===== config.mk =====
export PLATFORM = sky130hd
export DESIGN_NAME = ptsb_ctrl
export DESIGN_NICKNAME = d
export VERILOG_FILES = /design/src/design/ptsb_pkg.sv /design/src/design/ptsb_ctrl.sv
export SDC_FILE = /design/constraint.sdc
export NUM_CORES = 1
export LEC_CHECK = 0
export ABC_CLOCK_PERIOD_IN_PS = 960
export BUFFER_PORTS_ARGS = -buffer_cell sky130_fd_sc_hd__clkbuf_2
export CORE_AREA = 2 2 39 41
export DETAILED_ROUTE_END_ITERATION = 10
export DIE_AREA = 0 0 41 43
export GPL_TIMING_DRIVEN = 0
export PLACE_DENSITY = 0.34
export SYNTH_ARGS = -nofsm -noshare
export SYNTH_HDL_FRONTEND = slang
export SYNTH_SLANG_ARGS = --single-unit
export TNS_END_PERCENT = 1

===== constraint.sdc =====
create_clock -name clock -period 0.96 [get_ports clock]
set_input_delay 0.192 -clock clock [delete_from_list [all_inputs] [get_ports clock]]
set_output_delay 0.192 -clock clock [all_outputs]
set_load 0.005 [all_outputs]

===== src/design/ptsb_pkg.sv =====
package ptsb_pkg;

   // Bank dimensions.
   localparam int SLOTS        = 8;
   localparam int COUNT_BITS   = 16;
   localparam int HANDLER_BITS = 8;
   localparam int MAX_RESULTS  = 8;

   localparam int SLOT_W = (SLOTS > 1) ? $clog2(SLOTS) : 1;
   localparam int FCNT_W = $clog2(MAX_RESULTS + 1);

   // Fixed widths of the channel fields.
   localparam int KIND_W    = 2;
   localparam int ID_W      = 8;
   localparam int PERIOD_W  = 16;
   localparam int STATUS_W  = 3;
   localparam int SLOTF_W   = 3;
   localparam int HANDLEF_W = 8;

   // Item kinds.
   localparam logic [KIND_W-1:0] KIND_TICK     = 2'd0;
   localparam logic [KIND_W-1:0] KIND_REGISTER = 2'd1;
   localparam logic [KIND_W-1:0] KIND_CANCEL   = 2'd2;

   // Result status codes.
   localparam logic [STATUS_W-1:0] STATUS_FIRED      = 3'd0;
   localparam logic [STATUS_W-1:0] STATUS_REGISTERED = 3'd1;
   localparam logic [STATUS_W-1:0] STATUS_IGNORED    = 3'd2;
   localparam logic [STATUS_W-1:0] STATUS_FULL       = 3'd3;
   localparam logic [STATUS_W-1:0] STATUS_CANCELLED  = 3'd4;
   localparam logic [STATUS_W-1:0] STATUS_NOT_FOUND  = 3'd5;

   typedef enum logic [1:0] {
      ST_IDLE,
      ST_WALK,
      ST_DONE
   } ptsb_state_type;

   // Commands from the controller to the datapath.
   typedef struct packed {
      logic load;
      logic step;
      logic finish;
   } ptsb_cmd_type;

   // Status from the datapath to the controller.
   typedef struct packed {
      logic can_step;
      logic last_slot;
      logic can_finish;
   } ptsb_stat_type;

   // Field conversions between channel widths and internal widths.
   function automatic logic [HANDLER_BITS-1:0] id_from_field(logic [ID_W-1:0] f);
      logic [31:0] w;
      w = 32'(f);
      return w[HANDLER_BITS-1:0];
   endfunction

   function automatic logic [HANDLEF_W-1:0] handler_to_field(logic [HANDLER_BITS-1:0] h);
      logic [31:0] w;
      w = 32'(h);
      return w[HANDLEF_W-1:0];
   endfunction

   function automatic logic [COUNT_BITS-1:0] period_from_field(logic [PERIOD_W-1:0] f);
      logic [31:0] w;
      w = 32'(f);
      return w[COUNT_BITS-1:0];
   endfunction

   function automatic logic [SLOTF_W-1:0] slot_to_field(logic [SLOT_W-1:0] s);
      logic [31:0] w;
      w = 32'(s);
      return w[SLOTF_W-1:0];
   endfunction

endpackage


===== src/design/ptsb_ctrl.sv =====
module ptsb_ctrl
   import ptsb_pkg::*;
(
   input  logic          clock,
   input  logic          reset,
   input  logic          req_valid,
   output logic          req_ready,
   input  ptsb_stat_type stat,
   output ptsb_cmd_type  cmd
);

   ptsb_state_type state_ff;
   ptsb_state_type state_in;

   // Next state.
   always_comb begin
      state_in = state_ff;
      unique case (state_ff)
         ST_IDLE: begin
            if (req_valid) state_in = ST_WALK;
         end
         ST_WALK: begin
            if (stat.can_step && stat.last_slot) state_in = ST_DONE;
         end
         ST_DONE: begin
            if (stat.can_finish) state_in = ST_IDLE;
         end
         default: state_in = ST_IDLE;
      endcase
   end

   // Outputs.
   always_comb begin
      req_ready  = 1'b0;
      cmd        = '0;
      unique case (state_ff)
         ST_IDLE: begin
            req_ready = 1'b1;
            cmd.load  = req_valid;
         end
         ST_WALK: begin
            cmd.step = stat.can_step;
         end
         ST_DONE: begin
            cmd.finish = stat.can_finish;
         end
         default: begin
            req_ready = 1'b0;
         end
      endcase
   end

   always_ff @(posedge clock) begin
      if (reset) begin
         state_ff <= ST_IDLE;
      end else begin
         state_ff <= state_in;
      end
   end

endmodule


Yosys cells after proc, flatten, opt, wreduce, memory -nomap -nowiden:

Cells that the tools add are included.

* output and inout bits: 4
* register bits after elaboration: 2
* logic and storage cells: 17

* mux-type cells: 8
* reduce and logical (&&, ||, !) cells: 3
* equal/unequal tests: 5

Operator list (count)
* 2-to-1 mux 2 bit: 3
* inequality test 2 bit (second input constant): 3
* one-hot mux 2 bit (3 select lines): 1
* 2-to-1 mux 1 bit: 4
* AND reduction 3 bit: 1
* equality test 2 x 1 -> 1 bit (second input constant): 1
* equality test 2 bit (second input constant): 1
* logical NOT 2 bit: 1
* logical AND 1 bit: 1

Longest topological paths before layout:

Gate-level depths: netlist of the first run.

* depth after elaboration: 3
* gate-level depth with buffers: 2

Least setup slack after synthesis of the first run:

No wires, ideal clock.

* path kind: reg2reg
* start: reg state_ff[1]
* end: reg state_ff[1]
* library setup time: 0.066 ns
* arrival: 0.817 ns
* data required time: 0.894 ns
* cell stages (with the launch flop): 3
* path slack: 0.077 ns
* cell sequence: dfxtp_1 or3b_1 a21oi_2

* longest elaborated chain between the ends: 3

RTL lines
* from (decl): line ptsb_ctrl.sv:12 `ptsb_state_type state_ff;`
* from (signal assigned): line ptsb_ctrl.sv:57 `state_ff <= state_in;`
* equality test 2 x 1 -> 1 bit (tied with other cells): line ptsb_ctrl.sv:18 `unique case (state_ff)`
* inequality test 2 bit (no line)
* AND reduction 3 bit (no line)

Parallel ways exist; a longest one is shown, timed or not.
A chain may end at the register's enable or synchronous reset.

==> results of run 1 <==
[synthesized netlist by cell type]
library cell	number	area share [%]
a21oi_2	1	8.0
and2_1	1	5.7
and3_1	1	5.7
and3b_2	1	9.1
dfxtp_1	2	36
nand2_1	1	3.4
nand4b_1	1	8.0
nor2_1	3	10
nor4_1	1	5.7
or3b_1	1	8.0
[kinds of logic after synthesis]
| family | after synthesis | synth area share, % |
|---|---|---|
| compound gates | 1 | 7.96 |
| flops | 2 | 36.4 |
| simple gates | 10 | 55.7 |
[metal layers]
layer  up-vias  global-route usage, %  wire length, um
met4         0                   8.00                0
met2         9                   5.31              135
li1         77                      -                -
met5         -                      0                0
met1        62                   7.01              172
met3         0                   4.19               58
[final cells by class]
class | count | area, sq um | share of cell area (%)
well taps | 16 | 20.0 | 8.84
clock buffers | 3 | 22.5 | 9.94
repair buffers | 10 | 52.6 | 23.2
flip-flops and latches | 2 | 47.5 | 21.0
multi-input cells | 11 | 83.8 | 37.0
[worst min path at each step]
stage	from	endpoint	slack (ps)	cells past startpoint
2_1_floorplan	reset	state_ff[1]	250	1
3_3_place_gp	reset	state_ff[1]	390	2
3_5_place_dp	reset	state_ff[1]	390	2
4_1_cts	reset	state_ff[1]	140	2
5_1_grt	reset	state_ff[1]	170	2
6_report	reset	state_ff[1]	160	2
[through the flow]
step / TNS, ps / area (sq um) / worst slack [ps]
5_1_grt: -533 / 226 / -167
4_1_cts: -416 / 218 / -152
6_report: -314 / 226 / -128
2_1_floorplan: 0 / 110 / 77.4
3_5_place_dp: 0 / 175 / 8.48
3_3_place_gp: 0 / 175 / 17.3
[layout by cell type, fill, tap and decap left out, drive strengths merged]
cell,n
and2,1
nor4,1
buf,4
and3b,1
and3,1
nand2,1
or3b,1
nor2,3
nand4b,1
clkbuf,9
a21oi,1
dfxtp,2
[power breakdown]
group | total (W) | internal [W] | switching, W
Clock | 0.000184 | 0.000138 | 0.0000466
Combinational | 0.0000536 | 0.0000318 | 0.0000218
Sequential | 0.0000951 | 0.0000869 | 0.00000824
[timing repair]
item / in CTS / in global routing
pin swaps: 2 / 0
setup endpoints to repair: 5 / 6
gates cloned: 0 / 0
gates resized for setup: 5 / 5
setup buffers: 1 / 0
==> metrics.cfg, run 1 <==
[synthesis]
syn_avg_cell_area_sq_um = 8.47
ys.warnings.count = 0
yosysUniqueCellTypes = 10
yosysSeqAreaShare_pct = 36.4
synth_area_sq_um = 110
ys_ff_latch = 2
synth_nets = 19
syn_inst = 13

[floorplan]
dieArea_sq_um = 1760
die_y_um = 43
num_rows = 14
io_pins = 10
core_area_sq_um = 1380
die_w_um = 41
start_util_pct = 7.96

[sta]
drv_slew = 0
fmax_mhz = 919
worstMarginPinSlew_ps = 212
fin_ws_ps = -128
hold_violations = 0
final.period_utilization_pct = 113
skew_ps = 0.391
maxSlewHeadroom_pct = 85.7
min_period_ps = 1090
timing.hold.ws_ps = 158
setup_viol = 4
rsz0062_at_grt = true

[route]
vias_per_cell = 3.52
drt-total-wl_um = 365
wl_per_cell_um = 8.69
dr.pass1.iters = 2
vias = 148
drc = 0
drtIter0Drc = 1
ant_nets = 0

[critical_path]
reg2reg_depth = 2
r2r_slack_ps = 30
cp-start-kind = flop
cp_data_required_time_ps = 770
r2r-start = state_ff[0]
r2r-end = state_ff[1]
crit_start = state_ff[0]
endpoint = cmd[0]
crit_type = flop to output port
crit_buf_inv = 1
cp_num_cells = 2
critPathMaxStageDelay_ps = 350
crit_family = flip-flops
path_cells = and3b_2 -> clkbuf_2
worst-endpoint-arrival_ps = 900
cp_slowest_cell = dfxtp_4
crit_fanout = 5
cp-end-kind = output port

[final_layout]
regMostFlops = state_ff
fin_nets = 34
fill_cells = 160
antenna_cells = 0
area_delta_synth_final_pct = 106
largest_reg_flops = 2
drive_gt1_share_pct = 73.1
top_regs = state_ff: 2 flops
fin_util_pct = 16.4
instances_no_fill = 42

[pwr]
p_total_w = 0.000333
p_leak_nw = 0.106
power.density_nw_per_um2 = 1470
ir_drop_mv = 0.478

[grt]
grt_max_degree = 7
grt.total_usage_pct = 5.91
grt_pass1_vias = 153
antenna_found_initial = 0
grt_first_pass_wirelength_um = 621
grt_overflow_total = 0

[clock_tree]
root_buffer = clkbuf_4
ctsHoldBuffers = 0
cts.sinks = 2
clk_latency_ps = 220
cts_tree = done
numCtsBuffers = 3
cts_buffer_depth = 2
htree_levels = 1
path_clk_slew_ps = 30

[placement]
place.gp.congestion = 0.687
dp_cells = 38
port_buffers = 9

[status]
failed_checks = negative setup slack
status = finished, violations left

[job]
maxCapViolCount = 0

[min_path]
hold_class = input pin to flop

(Power assumes the default switching activity.)
==> inputs of run 2 (changes only) <==
--- a/config.mk
+++ b/config.mk
@@ -6,12 +6,13 @@
 export NUM_CORES = 1
 export LEC_CHECK = 0
 export ABC_CLOCK_PERIOD_IN_PS = 960
-export BUFFER_PORTS_ARGS = -buffer_cell sky130_fd_sc_hd__clkbuf_2
+export BUFFER_PORTS_ARGS = -buffer_cell sky130_fd_sc_hd__buf_4
 export CORE_AREA = 2 2 39 41
 export DETAILED_ROUTE_END_ITERATION = 10
 export DIE_AREA = 0 0 41 43
 export GPL_TIMING_DRIVEN = 0
 export PLACE_DENSITY = 0.34
+export SKIP_CTS_REPAIR_TIMING = 1
 export SYNTH_ARGS = -nofsm -noshare
 export SYNTH_HDL_FRONTEND = slang
 export SYNTH_SLANG_ARGS = --single-unit
==> metrics.cfg, run 2 (same netlist as run 1, synthesis figures left out) <==
[status]
status = finished, violations left
failed_checks = negative setup slack

[final_layout]
antenna_cells = 0
largest_reg_flops = 2
final_common_cell = buf_4
fin_nets = 34
top_regs = state_ff: 2 flops
instances_no_fill = 42
final_cell_mix = 8 x buf_4, 3 x clkbuf_4, 2 x nor2_1, 2 x buf_6, 2 x dfxtp_4
regMostFlops = state_ff
area_delta_synth_final_pct = 127
drive_gt1_share_pct = 69.2

[placement]
place.gp.congestion = 0.683
port_buffers = 9
dp_cells = 38
pre_cts_ws_ps = 15.1

[sta]
min_period_ps = 1110
setup_tns_ps = -466
hold_violations = 0
final.period_utilization_pct = 116
rsz0062_at_grt = true
maxSlewHeadroom_pct = 86.7
fmax_mhz = 902
skew_ps = 0.289
setup_viol = 4
worstMarginPinSlew_ps = 197
drv_slew = 0
fin_ws_ps = -149

[critical_path]
crit_type = flop to output port
cp_data_required_time_ps = 770
worst-endpoint-arrival_ps = 920
cp-start-kind = flop
r2r_slack_ps = 20
crit_fanout = 7
cp-end-kind = output port

[grt]
grt_pass1_vias = 157
busiest_layer = met4
grt_use_met2_pct = 5.31
grt_max_degree = 8
grt_util_met3_pct = 2.09
grt.total_usage_pct = 5.81
antenna_found_initial = 0
grt_overflow_total = 0
gr-usage-met1_pct = 7.99
grt_first_pass_wirelength_um = 641

[pwr]
p_total_w = 0.000344
p_leak_nw = 0.112
power.density_nw_per_um2 = 1370
ir_drop_mv = 0.444

[clock_tree]
root_buffer = clkbuf_4
cts_tree = done
htree_levels = 1
cts_buffer_depth = 2
cts.sinks = 2
path_clk_slew_ps = 30
numCtsBuffers = 3
clk_latency_ps = 220

[route]
drc = 0
drtIter0Drc = 1
vias = 146
wl_per_cell_um = 8.43
ant_nets = 0
dr.pass1.iters = 2
vias_per_cell = 3.48
drt-total-wl_um = 354

[floorplan]
die_y_um = 43
io_pins = 10
dieArea_sq_um = 1760
core_area_sq_um = 1380
num_rows = 14
die_w_um = 41
start_util_pct = 7.96

[min_path]
hold_class = input pin to flop

[job]
maxCapViolCount = 0

## run 2: critical path, stage by stage, from the launching register on
cell     delay, ps
dfxtp_4        370
and3b_2        210
buf_6          110
## run 2: worst paths after layout
check,endpoint,start,cells after the start
min reg2reg,state_ff[0],state_ff[1],1
min,state_ff[1],reset,2
max,cmd[0],state_ff[0],2
max reg2reg,state_ff[1],state_ff[0],2
## run 2: layout make-up
cell class | count | area [sq um]
clock buffer | 3 | 22.5
fill | 156 | 1130
multi-input combinational | 11 | 77.6
sequential | 2 | 47.5
tap | 16 | 20.0
timing repair buffer | 10 | 82.6
## run 2: metal layers
layer | up-vias | wire length, um
met4 | 0 | 15
met5 | - | 0
met1 | 57 | 162
met2 | 11 | 109
met3 | 2 | 67
li1 | 76 | -
## run 2: stage by stage
step	util, %	cell area, sq um	hold slack [ps]
finish	18.1	250	128
global route	18.1	250	129
CTS	15.9	220	131
detailed placement	14.3	198	368
global placement	14.3	198	367
floorplan	-	110	254
## run 2: report_power, final
part | switching, W | internal, W
Combinational | 0.0000201 | 0.0000452
Clock | 0.0000446 | 0.000138
Sequential | 0.00000949 | 0.0000869
==> inputs of run 3 (changes only) <==
--- a/config.mk
+++ b/config.mk
@@ -5,6 +5,7 @@
 export SDC_FILE = /design/constraint.sdc
 export NUM_CORES = 1
 export LEC_CHECK = 0
+export ABC_AREA = 1
 export ABC_CLOCK_PERIOD_IN_PS = 960
 export BUFFER_PORTS_ARGS = -buffer_cell sky130_fd_sc_hd__buf_4
 export CORE_AREA = 2 2 39 41
@@ -12,6 +13,7 @@
 export DIE_AREA = 0 0 41 43
 export GPL_TIMING_DRIVEN = 0
 export PLACE_DENSITY = 0.34
+export REMOVE_ABC_BUFFERS = 1
 export SKIP_CTS_REPAIR_TIMING = 1
 export SYNTH_ARGS = -nofsm -noshare
 export SYNTH_HDL_FRONTEND = slang
==> metrics.cfg, run 3 <==
[critical_path]
cp_data_required_time_ps = 770
crit_type = flop to output port
cp-end-kind = output port
reg2reg_depth = 3
cp-start-kind = flop
crit_fanout = 2
worst-endpoint-arrival_ps = 910
r2r-start = state_ff[0]
crit_start = state_ff[0]

[grt]
grt_pass1_vias = 143
grt.total_usage_pct = 5.81
grt_first_pass_wirelength_um = 558
antenna_found_initial = 0
grt_overflow_total = 0
grt_max_degree = 6

[synthesis]
synth_common_cells = 4 x inv_1, 4 x nand2_1, 2 x dfxtp_1, 2 x nor2_2
ys_async_sr_fraction_pct = 0
ys.warnings.count = 0
syn_inst = 18
yosysSeqAreaShare_pct = 33.7
synth-edff-count = 0
yosysTopAreaCell = dfxtp_1
ys.flop_type = dfxtp_1
yosys.area.top_type_share_pct = 33.7
ys_ff_latch = 2
synth_area_sq_um = 119
yosysUniqueCellTypes = 10
synthTopCellsByArea = dfxtp_1 34%, inv_1 13%, nand2_1 13%
syn_avg_cell_area_sq_um = 6.60

[clock_tree]
cts_tree = done
clk_latency_ps = 220
htree_levels = 1
cts.sinks = 2
cts_buffer_depth = 2
root_buffer = clkbuf_4
numCtsBuffers = 3
path_clk_slew_ps = 30

[route]
dr.pass1.iters = 1
drc = 0
vias = 146
ant_nets = 0
vias_per_cell = 3.17
wl_per_cell_um = 7.33
drt-total-wl_um = 337
drtIter0Drc = 0

[pwr]
p_leak_nw = 0.121
ir_drop_mv = 0.265
power.density_nw_per_um2 = 1440
p_total_w = 0.000356

[status]
status = finished, violations left
failed_checks = negative setup slack

[floorplan]
core_area_sq_um = 1380
die_w_um = 41
io_pins = 10
dieArea_sq_um = 1760
num_rows = 14
start_util_pct = 8.59
die_y_um = 43

[final_layout]
final_common_cell = buf_4
fin_nets = 38
top_regs = state_ff: 2 flops
antenna_cells = 0
final_cell_mix = 8 x buf_4, 4 x nand2_1, 3 x clkbuf_4, 2 x inv_2, 2 x inv_1
fin_util_pct = 17.9
largest_reg_flops = 2
instances_no_fill = 46
drive_gt1_share_pct = 70.0
fin_area_sq_um = 248
area_delta_synth_final_pct = 108
regMostFlops = state_ff

[min_path]
hold-path-cell-count = 2
hp-start = reset
hold_class = input pin to flop

[sta]
maxSlewHeadroom_pct = 90.6
setup_tns_ps = -443
worstMarginPinSlew_ps = 141
skew_ps = 1.29
fmax_mhz = 911
final.period_utilization_pct = 114
hold_violations = 0
min_period_ps = 1100
rsz0062_at_grt = true
drv_slew = 0
setup_viol = 4
fin_ws_ps = -137

[placement]
placed_cell_area_sq_um = 206
hpwl_um = 252
place.gp.congestion = 0.657
port_buffers = 9
dp_cells = 43

[job]
maxCapViolCount = 0

-- run 3: layer usage --
layer	up-vias	GRT usage (%)	share of wire (%)
met2	6	6.88	51
met4	0	8.00	0
met5	-	0	0
met1	61	4.78	37
met3	0	4.71	11
li1	79	-	-
-- run 3: final cells by class --
type | instances | area [sq um]
Fill cell | 167 | 1140
Multi-Input combinational cell | 12 | 73.8
Timing Repair Buffer | 9 | 71.3
Sequential cell | 2 | 45.0
Clock buffer | 3 | 22.5
Tap cell | 16 | 20.0
Inverter | 4 | 15.0
-- run 3: cell families after synthesis --
logic type      Yosys count  synth area share, %
simple gates             10                 42.1
flops                     2                 33.7
buf+inv                   4                 12.6
compound gates            2                 11.6
-- run 3: path summary, 6_finish.rpt --
kind / end / slack [ps]
worst max register to register: state_ff[0] / 220
worst min-delay path: state_ff[0] / 120
worst min register to register: state_ff[1] / 530
worst max-delay path: cmd[2] / -140
-- run 3: stage by stage --
step / hold slack [ps] / setup WS, ps
after floorplan: 254 / 154
after global placement: 361 / 34.9
after detailed placement: 363 / 19.5
after CTS: 121 / -226
after global routing: 111 / -210
final: 124 / -137
-- run 3: critical path: stages, from the launching register on --
cell	delay [ps]
dfxtp_4	340
nor2_4	130
nand2_2	80
inv_2	50
buf_6	80
-- run 3: report_power, final --
part / internal [W] / leakage [nW] / switching, W
combinational: 0.0000427 / 0.0895 / 0.0000309
sequential: 0.0000890 / 0.0175 / 0.00000697
clock: 0.000138 / 0.0138 / 0.0000486
total: 0.000270 / 0.121 / 0.0000865
